[src/rtl/core/ssd_pkg.sv]
`timescale 1ns / 1ps
// Shared widths, status codes, ALU opcodes and the statistics bundle
// for the sample standard deviation core. No dependencies.
package ssd_pkg;

    localparam int SAMPLE_W = 16;
    localparam int CNT_W    = 16;
    localparam int SUM_W    = 32;
    localparam int SQ_W     = 47;
    localparam int ACC_W    = 64;
    localparam int DEN_W    = 32;
    localparam int STEP_W   = 5;
    localparam int DEV_W    = 16;
    localparam int STAT_W   = 2;

    localparam logic [CNT_W-1:0] MAX_SAMPLES = 16'd65535;

    localparam logic [STAT_W-1:0] STAT_OK  = 2'd0;
    localparam logic [STAT_W-1:0] STAT_FEW = 2'd1;
    localparam logic [STAT_W-1:0] STAT_OVF = 2'd2;

    typedef enum logic {
        ALU_ADD,
        ALU_SUB
    } alu_op_t;

    typedef struct packed {
        logic [CNT_W-1:0] n;
        logic [SQ_W-1:0]  sum_sq;
        logic [SUM_W-1:0] sum_mag;
    } ssd_stats_t;

endpackage

[src/rtl/core/ssd_alu.sv]
`timescale 1ns / 1ps
// Shared 64-bit add/subtract unit with borrow out.
// Depends on ssd_pkg for widths and opcodes.
module ssd_alu (
    input  logic [ssd_pkg::ACC_W-1:0] a,
    input  logic [ssd_pkg::ACC_W-1:0] b,
    input  ssd_pkg::alu_op_t          op,
    output logic [ssd_pkg::ACC_W-1:0] sum,
    output logic                      borrow
);
    import ssd_pkg::*;

    logic [ACC_W:0] wide;

    always_comb
    begin
        case (op)
            ALU_ADD: wide = {1'b0, a} + {1'b0, b};
            ALU_SUB: wide = {1'b0, a} - {1'b0, b};
            default: wide = '0;
        endcase
    end

    assign sum    = wide[ACC_W-1:0];
    assign borrow = (op == ALU_SUB) & wide[ACC_W];

endmodule

[src/rtl/core/ssd_finish.sv]
`timescale 1ns / 1ps
// Final sequencer: n*(n-1), n*S2, S1^2, subtract, divide and square root,
// all stepped through one shared ssd_alu. Depends on ssd_pkg and ssd_alu.
module ssd_finish (
    input  logic                      clk,
    input  logic                      rst_n,
    input  logic                      start,
    input  ssd_pkg::ssd_stats_t       stats,
    output logic                      done,
    output logic [ssd_pkg::DEV_W-1:0] root
);
    import ssd_pkg::*;

    typedef enum logic [2:0] {
        F_IDLE,
        F_DEN,
        F_S2,
        F_S1,
        F_SUB,
        F_DIV,
        F_SQRT,
        F_DONE
    } fin_state_t;

    fin_state_t        state_reg;
    logic [STEP_W-1:0] cnt_reg;

    logic [CNT_W-1:0] n_reg;
    logic [CNT_W-1:0] nm1_reg;
    logic [SQ_W-1:0]  s2_reg;
    logic [SUM_W-1:0] s1_reg;
    logic [DEN_W-1:0] den_reg;
    logic [ACC_W-1:0] acc_reg;
    logic [ACC_W-1:0] p_reg;

    logic [ACC_W-1:0] alu_a;
    logic [ACC_W-1:0] alu_b;
    alu_op_t          alu_op;
    logic [ACC_W-1:0] alu_sum;
    logic             alu_borrow;
    logic [31:0]      sq_bit;
    logic             last_step;

    assign sq_bit    = 32'd1 << {cnt_reg[3:0], 1'b0};
    assign last_step = (cnt_reg == '0);

    always_comb
    begin
        alu_a  = '0;
        alu_b  = '0;
        alu_op = ALU_ADD;
        case (state_reg)
            F_DEN:
            begin
                alu_a = {acc_reg[ACC_W-2:0], 1'b0};
                alu_b = n_reg[cnt_reg[3:0]] ? ACC_W'(nm1_reg) : '0;
            end
            F_S2:
            begin
                alu_a = {acc_reg[ACC_W-2:0], 1'b0};
                alu_b = n_reg[cnt_reg[3:0]] ? ACC_W'(s2_reg) : '0;
            end
            F_S1:
            begin
                alu_a = {acc_reg[ACC_W-2:0], 1'b0};
                alu_b = s1_reg[cnt_reg] ? ACC_W'(s1_reg) : '0;
            end
            F_SUB:
            begin
                alu_a  = p_reg;
                alu_b  = acc_reg;
                alu_op = ALU_SUB;
            end
            F_DIV:
            begin
                alu_a  = {31'd0, p_reg[31:0], acc_reg[31]};
                alu_b  = {32'd0, den_reg};
                alu_op = ALU_SUB;
            end
            F_SQRT:
            begin
                alu_a  = p_reg;
                alu_b  = {32'd0, acc_reg[31:0] | sq_bit};
                alu_op = ALU_SUB;
            end
            default:
            begin
                alu_a  = '0;
                alu_b  = '0;
                alu_op = ALU_ADD;
            end
        endcase
    end

    ssd_alu u_alu (
        .a      (alu_a),
        .b      (alu_b),
        .op     (alu_op),
        .sum    (alu_sum),
        .borrow (alu_borrow)
    );

    always_ff @(posedge clk or negedge rst_n)
    begin
        if (!rst_n)
        begin
            state_reg <= F_IDLE;
            cnt_reg   <= '0;
        end
        else
        begin
            case (state_reg)
                F_IDLE:
                begin
                    if (start)
                    begin
                        state_reg <= F_DEN;
                        cnt_reg   <= STEP_W'(CNT_W - 1);
                    end
                end
                F_DEN:
                begin
                    cnt_reg <= cnt_reg - 1'b1;
                    if (last_step)
                    begin
                        state_reg <= F_S2;
                        cnt_reg   <= STEP_W'(CNT_W - 1);
                    end
                end
                F_S2:
                begin
                    cnt_reg <= cnt_reg - 1'b1;
                    if (last_step)
                    begin
                        state_reg <= F_S1;
                        cnt_reg   <= STEP_W'(SUM_W - 1);
                    end
                end
                F_S1:
                begin
                    cnt_reg <= cnt_reg - 1'b1;
                    if (last_step)
                    begin
                        state_reg <= F_SUB;
                    end
                end
                F_SUB:
                begin
                    state_reg <= F_DIV;
                    cnt_reg   <= STEP_W'(DEN_W - 1);
                end
                F_DIV:
                begin
                    cnt_reg <= cnt_reg - 1'b1;
                    if (last_step)
                    begin
                        state_reg <= F_SQRT;
                        cnt_reg   <= STEP_W'(DEV_W - 1);
                    end
                end
                F_SQRT:
                begin
                    cnt_reg <= cnt_reg - 1'b1;
                    if (last_step)
                    begin
                        state_reg <= F_DONE;
                    end
                end
                F_DONE:
                begin
                    state_reg <= F_IDLE;
                end
                default:
                begin
                    state_reg <= F_IDLE;
                end
            endcase
        end
    end

    always_ff @(posedge clk)
    begin
        case (state_reg)
            F_IDLE:
            begin
                if (start)
                begin
                    n_reg   <= stats.n;
                    nm1_reg <= stats.n - 1'b1;
                    s2_reg  <= stats.sum_sq;
                    s1_reg  <= stats.sum_mag;
                    acc_reg <= '0;
                end
            end
            F_DEN:
            begin
                acc_reg <= alu_sum;
                if (last_step)
                begin
                    den_reg <= alu_sum[DEN_W-1:0];
                    acc_reg <= '0;
                end
            end
            F_S2:
            begin
                acc_reg <= alu_sum;
                if (last_step)
                begin
                    p_reg   <= alu_sum;
                    acc_reg <= '0;
                end
            end
            F_S1:
            begin
                acc_reg <= alu_sum;
            end
            F_SUB:
            begin
                // numerator in acc, its upper half seeds the remainder
                acc_reg <= alu_sum;
                p_reg   <= {32'd0, alu_sum[63:32]};
            end
            F_DIV:
            begin
                acc_reg <= {acc_reg[ACC_W-2:0], ~alu_borrow};
                if (!alu_borrow)
                begin
                    p_reg <= {32'd0, alu_sum[31:0]};
                end
                else
                begin
                    p_reg <= {32'd0, p_reg[30:0], acc_reg[31]};
                end
                if (last_step)
                begin
                    // hand the quotient to the root as its radicand
                    p_reg   <= {32'd0, acc_reg[30:0], ~alu_borrow};
                    acc_reg <= '0;
                end
            end
            F_SQRT:
            begin
                if (!alu_borrow)
                begin
                    p_reg   <= alu_sum;
                    acc_reg <= {32'd0, (acc_reg[31:0] >> 1) | sq_bit};
                end
                else
                begin
                    acc_reg <= {32'd0, acc_reg[31:0] >> 1};
                end
            end
            default:
            begin
                acc_reg <= acc_reg;
            end
        endcase
    end

    assign done = (state_reg == F_DONE);
    assign root = acc_reg[DEV_W-1:0];

endmodule

[src/rtl/core/ssd_accum.sv]
`timescale 1ns / 1ps
// Running count, sum and sum of squares of the accepted samples.
// Depends on ssd_pkg for widths, the sample limit and the stats bundle.
module ssd_accum (
    input  logic                                clk,
    input  logic                                rst_n,
    input  logic                                take,
    input  logic signed [ssd_pkg::SAMPLE_W-1:0] sample,
    input  logic                                clear,
    output ssd_pkg::ssd_stats_t                 stats,
    output logic                                overflow
);
    import ssd_pkg::*;

    logic [SAMPLE_W-1:0]   raw;
    logic [SAMPLE_W-1:0]   mag;
    logic [2*SAMPLE_W-1:0] sq_full;

    logic                    pend_reg;
    logic [SAMPLE_W-1:0]     samp_reg;
    logic [2*SAMPLE_W-2:0]   sq_reg;
    logic [CNT_W-1:0]        count_reg;
    logic [SUM_W-1:0]        sum_reg;
    logic [SQ_W-1:0]         sqsum_reg;
    logic                    ovf_reg;

    assign raw     = sample;
    assign mag     = raw[SAMPLE_W-1] ? (~raw + 1'b1) : raw;
    assign sq_full = mag * mag;

    // square the incoming sample now, fold it in on the next cycle
    always_ff @(posedge clk)
    begin
        if (take)
        begin
            samp_reg <= raw;
            sq_reg   <= sq_full[2*SAMPLE_W-2:0];
        end
    end

    always_ff @(posedge clk or negedge rst_n)
    begin
        if (!rst_n)
        begin
            pend_reg  <= 1'b0;
            count_reg <= '0;
            sum_reg   <= '0;
            sqsum_reg <= '0;
            ovf_reg   <= 1'b0;
        end
        else if (clear)
        begin
            pend_reg  <= 1'b0;
            count_reg <= '0;
            sum_reg   <= '0;
            sqsum_reg <= '0;
            ovf_reg   <= 1'b0;
        end
        else
        begin
            pend_reg <= take;
            if (pend_reg)
            begin
                if (count_reg < MAX_SAMPLES)
                begin
                    count_reg <= count_reg + 1'b1;
                    sum_reg   <= sum_reg
                               + {{(SUM_W-SAMPLE_W){samp_reg[SAMPLE_W-1]}}, samp_reg};
                    sqsum_reg <= sqsum_reg + SQ_W'(sq_reg);
                end
                else
                begin
                    ovf_reg <= 1'b1;
                end
            end
        end
    end

    assign stats.n       = count_reg;
    assign stats.sum_sq  = sqsum_reg;
    assign stats.sum_mag = sum_reg[SUM_W-1] ? (~sum_reg + 1'b1) : sum_reg;
    assign overflow      = ovf_reg;

endmodule

[src/rtl/core/sample_standard_deviation_core.sv]
`timescale 1ns / 1ps
// Sample standard deviation core: input/output control and result register.
// Depends on ssd_pkg, ssd_accum and ssd_finish.
//
// Input channel: sample (signed Q7.8) and last, handshaken by in_valid and
// in_ready. Output channel: std_dev (unsigned Q8.8, truncated), sample_count
// and status, handshaken by out_valid and out_ready.
// A sample that is not marked last is taken as a request, then its square and
// value are added in the next cycle; in_ready returns after that. A last
// sample with two or more samples in the set produces its result through the
// one shared 64-bit adder: 16 + 16 + 32 shift-add multiply steps, one subtract,
// 32 restoring divide steps and 16 square root steps. With fewer than two
// samples the result (status 1, std_dev 0) is formed without the adder.
// Samples past the limit are dropped and the result carries status 2.
// A finished result waits in the output register while out_ready is low;
// further samples of the next set are taken meanwhile, and the next result
// holds until the register frees up. Reset clears all sums, the count and
// out_valid.
module sample_standard_deviation_core (
    input  logic                                clk,
    input  logic                                rst_n,
    input  logic                                in_valid,
    output logic                                in_ready,
    input  logic signed [ssd_pkg::SAMPLE_W-1:0] sample,
    input  logic                                last,
    output logic                                out_valid,
    input  logic                                out_ready,
    output logic [ssd_pkg::DEV_W-1:0]           std_dev,
    output logic [ssd_pkg::CNT_W-1:0]           sample_count,
    output logic [ssd_pkg::STAT_W-1:0]          status
);
    import ssd_pkg::*;

    typedef enum logic [2:0] {
        ST_IDLE,
        ST_ACC,
        ST_CHECK,
        ST_WAIT,
        ST_OUT
    } top_state_t;

    top_state_t state_reg;
    top_state_t state_next;
    logic       out_valid_reg;

    logic              last_reg;
    logic [DEV_W-1:0]  res_dev_reg;
    logic [CNT_W-1:0]  res_cnt_reg;
    logic [STAT_W-1:0] res_stat_reg;
    logic [DEV_W-1:0]  std_dev_reg;
    logic [CNT_W-1:0]  sample_count_reg;
    logic [STAT_W-1:0] status_reg;

    ssd_stats_t       stats;
    logic             overflow;
    logic             take;
    logic             few;
    logic             start;
    logic             clear;
    logic             out_free;
    logic             fin_done;
    logic [DEV_W-1:0] fin_root;

    assign in_ready = (state_reg == ST_IDLE);
    assign take     = in_valid & in_ready;
    assign few      = (stats.n < CNT_W'(2));
    assign start    = (state_reg == ST_CHECK) & ~few;
    assign out_free = ~out_valid_reg | out_ready;
    assign clear    = (state_reg == ST_OUT) & out_free;

    ssd_accum u_accum (
        .clk      (clk),
        .rst_n    (rst_n),
        .take     (take),
        .sample   (sample),
        .clear    (clear),
        .stats    (stats),
        .overflow (overflow)
    );

    ssd_finish u_finish (
        .clk   (clk),
        .rst_n (rst_n),
        .start (start),
        .stats (stats),
        .done  (fin_done),
        .root  (fin_root)
    );

    always_comb
    begin
        state_next = state_reg;
        case (state_reg)
            ST_IDLE:  state_next = take ? ST_ACC : ST_IDLE;
            ST_ACC:   state_next = last_reg ? ST_CHECK : ST_IDLE;
            ST_CHECK: state_next = few ? ST_OUT : ST_WAIT;
            ST_WAIT:  state_next = fin_done ? ST_OUT : ST_WAIT;
            ST_OUT:   state_next = out_free ? ST_IDLE : ST_OUT;
            default:  state_next = ST_IDLE;
        endcase
    end

    always_ff @(posedge clk or negedge rst_n)
    begin
        if (!rst_n)
        begin
            state_reg     <= ST_IDLE;
            out_valid_reg <= 1'b0;
        end
        else
        begin
            state_reg <= state_next;
            if (clear)
            begin
                out_valid_reg <= 1'b1;
            end
            else if (out_ready)
            begin
                out_valid_reg <= 1'b0;
            end
        end
    end

    always_ff @(posedge clk)
    begin
        if (take)
        begin
            last_reg <= last;
        end
        if (state_reg == ST_CHECK)
        begin
            res_cnt_reg <= stats.n;
            res_dev_reg <= '0;
            if (few)
            begin
                res_stat_reg <= STAT_FEW;
            end
            else if (overflow)
            begin
                res_stat_reg <= STAT_OVF;
            end
            else
            begin
                res_stat_reg <= STAT_OK;
            end
        end
        if ((state_reg == ST_WAIT) && fin_done)
        begin
            res_dev_reg <= fin_root;
        end
        // hold the result until the output register frees up
        if (clear)
        begin
            std_dev_reg      <= res_dev_reg;
            sample_count_reg <= res_cnt_reg;
            status_reg       <= res_stat_reg;
        end
    end

    assign out_valid    = out_valid_reg;
    assign std_dev      = std_dev_reg;
    assign sample_count = sample_count_reg;
    assign status       = status_reg;

endmodule

[config.mk]
export PLATFORM = sky130hd
export DESIGN_NAME = sample_standard_deviation_core
export DESIGN_NICKNAME = d
export VERILOG_FILES = /design/src/rtl/core/ssd_pkg.sv /design/src/rtl/core/ssd_alu.sv /design/src/rtl/core/ssd_finish.sv /design/src/rtl/core/ssd_accum.sv /design/src/rtl/core/sample_standard_deviation_core.sv
export SDC_FILE = /design/constraint.sdc
export NUM_CORES = 2
export LEC_CHECK = 0
export ABC_CLOCK_PERIOD_IN_PS = 13590
export BUFFER_PORTS_ARGS = -buffer_cell sky130_fd_sc_hd__buf_2
export CAP_MARGIN = 20
export CORE_MARGIN = 2
export CORE_UTILIZATION = 65
export DETAILED_ROUTE_END_ITERATION = 12
export PLACE_DENSITY = 0.82
export SLEW_MARGIN = 20
export SYNTH_ARGS = -nofsm -noshare
export SYNTH_HDL_FRONTEND = slang
export SYNTH_SLANG_ARGS = --single-unit
[constraint.sdc]
create_clock -name clk -period 13.59 [get_ports clk]
set_input_delay 2.718 -clock clk [delete_from_list [all_inputs] [get_ports clk]]
set_output_delay 2.718 -clock clk [all_outputs]
set_load 0.005 [all_outputs]
# --- Word-level counts from Yosys, hierarchy flattened ---
# Cells that the tools add are included.
classes:
  n_shift: 1
  div_mod_pow: 0
  reduce_logical: 26
  bitwise: 13
  eq_ne: 19
  addsub: 9
  n_lt_le_gt_ge: 4
  n_mux: 58
  mul: 1
op_table:
  columns: ["cell", "count"]
  rows:
  - ["$pmux W64 S6", 1]
  - ["$mux W64", 5]
  - ["$pmux W64 S5", 1]
  - ["$pmux W64 S4", 1]
  - ["$mux W32", 7]
  - ["$pmux W64 S3", 1]
  - ["$mux W47", 4]
  - ["$pmux W65 S2", 1]
  - ["$mux W16", 7]
  - ["$add A64 B64 Y65", 1]
  - ["$sub A64 B64 Y65", 1]
  - ["$add A47 B31 Y47", 1]
  - ["$add A16 B1 Y16 const B", 2]
  - ["$add A32 B1 Y32 const B", 1]
  - ["$add A32 B32 Y32", 1]
  - ["$not A32 Y32", 1]
  - ["$or A31 B32 Y32", 1]
  - ["$or A32 B32 Y32", 1]
  - ["$shl A1 B5 Y32 const A", 1]
  - ["$mul A16 B16 Y31", 1]
  - ["$mux W31", 1]
  - ["$mux W3", 9]
  - ["$pmux W5 S5", 1]
  - ["$pmux W3 S8", 1]
  - ["other kinds (32)", 79]
word_totals:
  mem_bits_ro: 0
  word_cells: 157
  mem_count: 0
  inputBits: 21
  ramBits: 0
  regBits: 496
  latchBits: 0

# --- Depth between registers and ports, before layout ---
depth:
  ltp_word: 10
  depth_mapped: 34
  mapped_depth_nobuf: 31

# --- By module ---
# From an unflattened synthesis, not the netlist that was laid out.
hier_totals:
  hier_cells: 3873
  area_unflattened_um2: 38220.4
modules_own_cells:
  columns: ["mod", "cells_each", "area_per_inst_um2", "instances"]
  rows:
  - ["ssd_accum", 1823, 16349.4, 1]
  - ["ssd_finish", 1140, 14156.1, 1]
  - ["ssd_alu", 792, 5255.0, 1]
  - ["sample_standard_deviation_core", 118, 2459.9, 1]

# --- Least setup slack after synthesis ---
# Ideal clock, no wire load.
synth_path:
  kind: "reg2reg"
  startpoint: "register u_finish.cnt_reg[0]"
  endpoint: "register u_finish.p_reg[0], enable pin"
  period_less_slack_ns: 12.455
  setup_slack_ns: 1.135
  required_time_ns: 13.008
  path_stages_with_launch: 31
  t_arrival_ns: 11.873
  path_cell_list: "dfrtp_1 > buf_6 > buf_6 > mux4_2 > mux4_2 > mux2_2 > and2_1 > buf_6 > clkbuf_1 > clkbuf_1 > a21boi_0 > ha_1 > nand4_1 > nor3b_2 > o2111ai_1 > or4_4 > nor3_4 > nand2_2 > o21ai_0 > xnor2_1 > ha_1 > nand2_1 > or3_1 > or3_1 > nor3b_1 > o21ai_0 > nand3_1 > buf_1 > clkbuf_1 > nor2_1 > a211oi_1"
synth_via:
  elab_chain_cells: 9
synth_rtl:
  columns: ["element", "line_no", "source"]
  rows:
  - ["start: declaration", "ssd_finish.sv:26", "logic [STEP_W-1:0] cnt_reg;"]
  - ["start signal: assignment", "ssd_finish.sv:118", "cnt_reg <= STEP_W'(CNT_W - 1);"]
  - ["start signal: assignment", "ssd_finish.sv:123", "cnt_reg <= cnt_reg - 1'b1;"]
  - ["start signal: assignment", "ssd_finish.sv:127", "cnt_reg <= STEP_W'(CNT_W - 1);"]
  - ["$bmux W1 S5 / $bmux W1 S4 (equally long branches)", "ssd_finish.sv:66, ssd_finish.sv:56, ssd_finish.sv:61", null]
  - ["$mux W1 (on tied branches)", "ssd_finish.sv:66, ssd_finish.sv:56, ssd_finish.sv:61", null]
  - ["$mux W32 (tied with other cells)", "ssd_finish.sv:66", "alu_b = s1_reg[cnt_reg] ? ACC_W'(s1_reg) : '0;"]
  - ["$pmux W64 S6", "ssd_finish.sv:52", "case (state_reg)"]
  - ["$sub A64 B64 Y65 / $add A64 B64 Y65 (equally long branches)", "ssd_alu.sv:19, ssd_alu.sv:18", null]
  - ["$pmux W65 S2", "ssd_alu.sv:17", "case (op)"]
  - ["$and A1 B1 Y1", "ssd_alu.sv:25", "assign borrow = (op == ALU_SUB) & wide[ACC_W];"]
  - ["$ne A2 B2 Y1 (no line)", null, null]
  - ["$reduce_and A3 Y1 (no line) *", null, null]
  - ["end signal: assignment", "ssd_finish.sv:209", "p_reg <= alu_sum;"]
  - ["end signal: assignment", "ssd_finish.sv:221", "p_reg <= {32'd0, alu_sum[63:32]};"]
  - ["end signal: assignment", "ssd_finish.sv:228", "p_reg <= {32'd0, alu_sum[31:0]};"]
  - ["end: declaration", "ssd_finish.sv:34", "logic [ACC_W-1:0] p_reg;"]
# Every way passes the cells marked *; elsewhere a longest branch is shown, timed or not. The select of a mux whose other input is x is not followed.
# A chain may end at the register's enable or synchronous reset.

# --- Final worst setup path ---
layout_path:
  startpoint: "input port sample[0] in the netlist's numbering"
  endpoint: "register u_accum.sq_reg[29] (data pin)"
layout_via:
  elab_chain_cells: 4
layout_rtl:
  columns: ["element", "line_no", "source"]
  rows:
  - ["start: declaration", "sample_standard_deviation_core.sv:24", "input logic signed [ssd_pkg::SAMPLE_W-1:0] sample,"]
  - ["$not A16 Y16", "ssd_accum.sv:28", "assign mag = raw[SAMPLE_W-1] ? (~raw + 1'b1) : raw;"]
  - ["$add A16 B1 Y16", "ssd_accum.sv:28", null]
  - ["$mux W16 *", "ssd_accum.sv:28", null]
  - ["$mul A16 B16 Y31 *", "ssd_accum.sv:29", "assign sq_full = mag * mag;"]
  - ["via u_accum.sq_full[29]", "ssd_accum.sv:17", "logic [2*SAMPLE_W-1:0] sq_full;"]
  - ["end signal: assignment", "ssd_accum.sv:37", "sq_reg <= sq_full[2*SAMPLE_W-2:0];"]
  - ["end: declaration", "ssd_accum.sv:21", "logic [2*SAMPLE_W-2:0] sq_reg;"]
# Mark *: on every way through the listed nets, which the timed path passes. The rest lies on a longest branch.

==> summary.md <==
| Metric | Value |
|---|---|
| Status | `complete, no violations` |
| CP startpoint kind | `input pin` |
| Synth-to-Final Area Change | `7.47%` |
| Top cells by area, synth | `edfxtp_1 (31%), fa_1 (8.9%), ha_1 (7.8%)` |
| Period minus WS final | `10.79 ns` |
| Worst-skew pair later-pin latency | `0.62 ns` |
| Root buffer cell | `clkbuf_16` |
| Largest net degree at the start of global routing | `81` |
| Worst relative slew slack | `17.0%` |
| Die Span Y | `244 µm` |
| Max stage delay on crit path | `0.59 ns` |
| Worst Setup SP | `sample[0]` |
| Register area share after synthesis | `38.1%` |
| Die X | `244 µm` |
| Drt drc | `0` |
| Total CTS buffers | `53` |
| Final net count | `4211` |
| Slew @ Worst Pin | `1.24 ns` |
| Leading area contributor after synthesis | `edfxtp_1` |
| CP Class | `input pin to flip-flop` |
| Max Freq | `92.7 MHz` |
| Die ar. | `59600 µm²` |
| Placed inst area | `38500 µm²` |
| Slowest CP cell | `or4_1` |
| MaxCap Viol Count | `0` |
| Vias/cell | `6.61` |
| # clock sinks | `494` |
| Pre-Repair DR Iteration Count | `11` |
| Design Area, Final | `40300 µm²` |
| Starting Density | `66.1%` |
| Post-route ant nets | `0` |
| Layout cells sized above 1 | `6.76%` |
| Fin Hold WS | `0.415 ns` |
| Mapped Area | `37500 µm²` |
| Core Region | `56700 µm²` |
| Worst-path clk slew | `0.06 ns` |
| Initial antenna violation count | `1` |
| CP dominant cell by count | `fa_1` |
| Util after Layout | `71.0%` |
| N_diodes | `0` |
| IO Port Bufs | `56` |
| Count leader, synth | `edfxtp_1` |
| Worst EP arrival | `11.14 ns` |
| Layout Skew | `0.0324 ns` |
| Routed WL per cell | `22.3 µm` |
| Hold Path Origin | `res_cnt_reg[3]` |
| H-tree depth | `2` |
| DRT iter0 DRCs | `3831` |
| Fin. Hold Viols | `0` |
| Synth Register Bits | `494` |
| Period utilization | `79.4%` |
| RSZ-0062 raised after global routing | `false` |
| Final wirelength | `102000 µm` |
| Setup Buffers After CTS | `0` |
| Required @ worst endpoint | `13.94 ns` |
| Yosys cell types | `82` |
| Post-DP HPWL | `74700 µm` |
| Ys async rst share | `22.1%` |
| Vias | `30.3k` |
| Setup crit end kind | `flip-flop` |
| Maximum fanout along the worst path | `11` |
| Top-area cell type share of the netlist area | `30.9%` |
| Overflow after GRT | `0` |
| Post-cts sizing count | `0` |
| Hold-fix buffers, CTS | `0` |
| Post-synth EDFFs | `385` |
| Yosys warns | `0` |
| Syn Inst Count | `3787` |
| R2R Path Start | `u_finish.cnt_reg[0]` |
| First-pass GRT wire length | `162000 µm` |
| Setup TNS | `0 ns` |
| Worst Hold Class | `flip-flop to flip-flop` |
| Final setup vio count | `0` |
| Bufs on Longest Clock Path | `3` |
| Primary FF master, synth | `edfxtp_1` |
| Routability-driven placement congestion ratio | `1.00` |
| Max-slew violation count | `0` |
| Gr usage total | `34.4%` |
| Syn avg cell area | `9.89 µm²` |
| I/O pin count | `57` |
| Vias in the first global route | `29.4k` |
| Synth cell count leaders | `edfxtp_1 (385), nand2_1 (334), inv_1 (318)` |
| Core Rows | `87` |
| CTS tree | `done` |
| Worst reg-to-reg setup slack | `4.31 ns` |
## worst paths after layout
kind | depth (start not counted) | to
worst max-delay path | 29 | u_accum.sq_reg[29]
worst min-delay path | 0 | sample_count[3]
worst max register to register | 23 | u_finish.p_reg[55]
worst min register to register | 0 | sample_count[3]
max in group asynchronous | 2 | u_finish.cnt_reg[0]
min in group asynchronous | 1 | u_accum.sqsum_reg[37]
## layout make-up
cell class | instances | area, µm²
Multi-Input combinational cell | 2805 | 21400
Fill cell | 4153 | 16500
Sequential cell | 494 | 14300
Clock buffer | 67 | 1430
Inverter | 326 | 1230
Tap cell | 756 | 946
Timing Repair Buffer | 109 | 681
Clock inverter | 31 | 308
## stage by stage
step	worst slack [ns]	cells
floorplan	1.13	3797
global placement	2.33	4490
detailed placement	2.21	4490
CTS	2.83	4588
global route	2.11	4588
finish	2.80	4588
## critical path: cells and delay by family
family	cells	cell delay, ns
buf+inv	5	0.86
xor+xnor	2	0.57
compound gates	7	1.28
fa+ha+maj	7	3.40
simple gates	8	2.29
## logic make-up (layout without fill, tap and decap cells)
group	count (synthesis)	in the layout	share of synthesized area, %
and+or+nand+nor	1057	1057	13.4
DFF	494	494	38.1
buffers and inverters	498	533	5.06
other	2	12	0.0200
AOI/OAI and AO/OA	1039	1039	19.1
adders and majority gates	401	401	16.7
muxes	41	41	1.61
xor gates and xnor gates	255	255	5.96
## placed cells by master, fill, tap and decap left out, drive strengths merged, types with 20 or more instances in the layout
master / count
a222oi: 74
xor2: 91
clkbuf: 67
o211ai: 25
a21oi: 257
nand2: 335
edfxtp: 385
o31ai: 33
nor4: 27
o21ai: 198
and2: 65
dfrtp: 109
or3: 28
a22o: 78
a211oi: 20
nand4: 28
a21o: 83
a31oi: 22
and3: 25
nand2b: 38
o21bai: 26
ha: 234
a22oi: 37
nor2: 276
inv: 329
nand3: 72
nor2b: 28
o21a: 26
buf: 109
nor3: 69
xnor2: 164
mux2i: 23
fa: 167
## layer usage
layer | global-route usage (%) | up-vias | wire (µm)
met5 | 0 | - | 9
met4 | 15.8 | 2 | 5050
met3 | 5.87 | 309 | 10900
met2 | 54.7 | 1715 | 46400
met1 | 46.3 | 14500 | 40000
li1 | - | 13800 | -
Power is not shown: default switching activity piles up to over one toggle a cycle in this logic, so the estimate is an artifact.
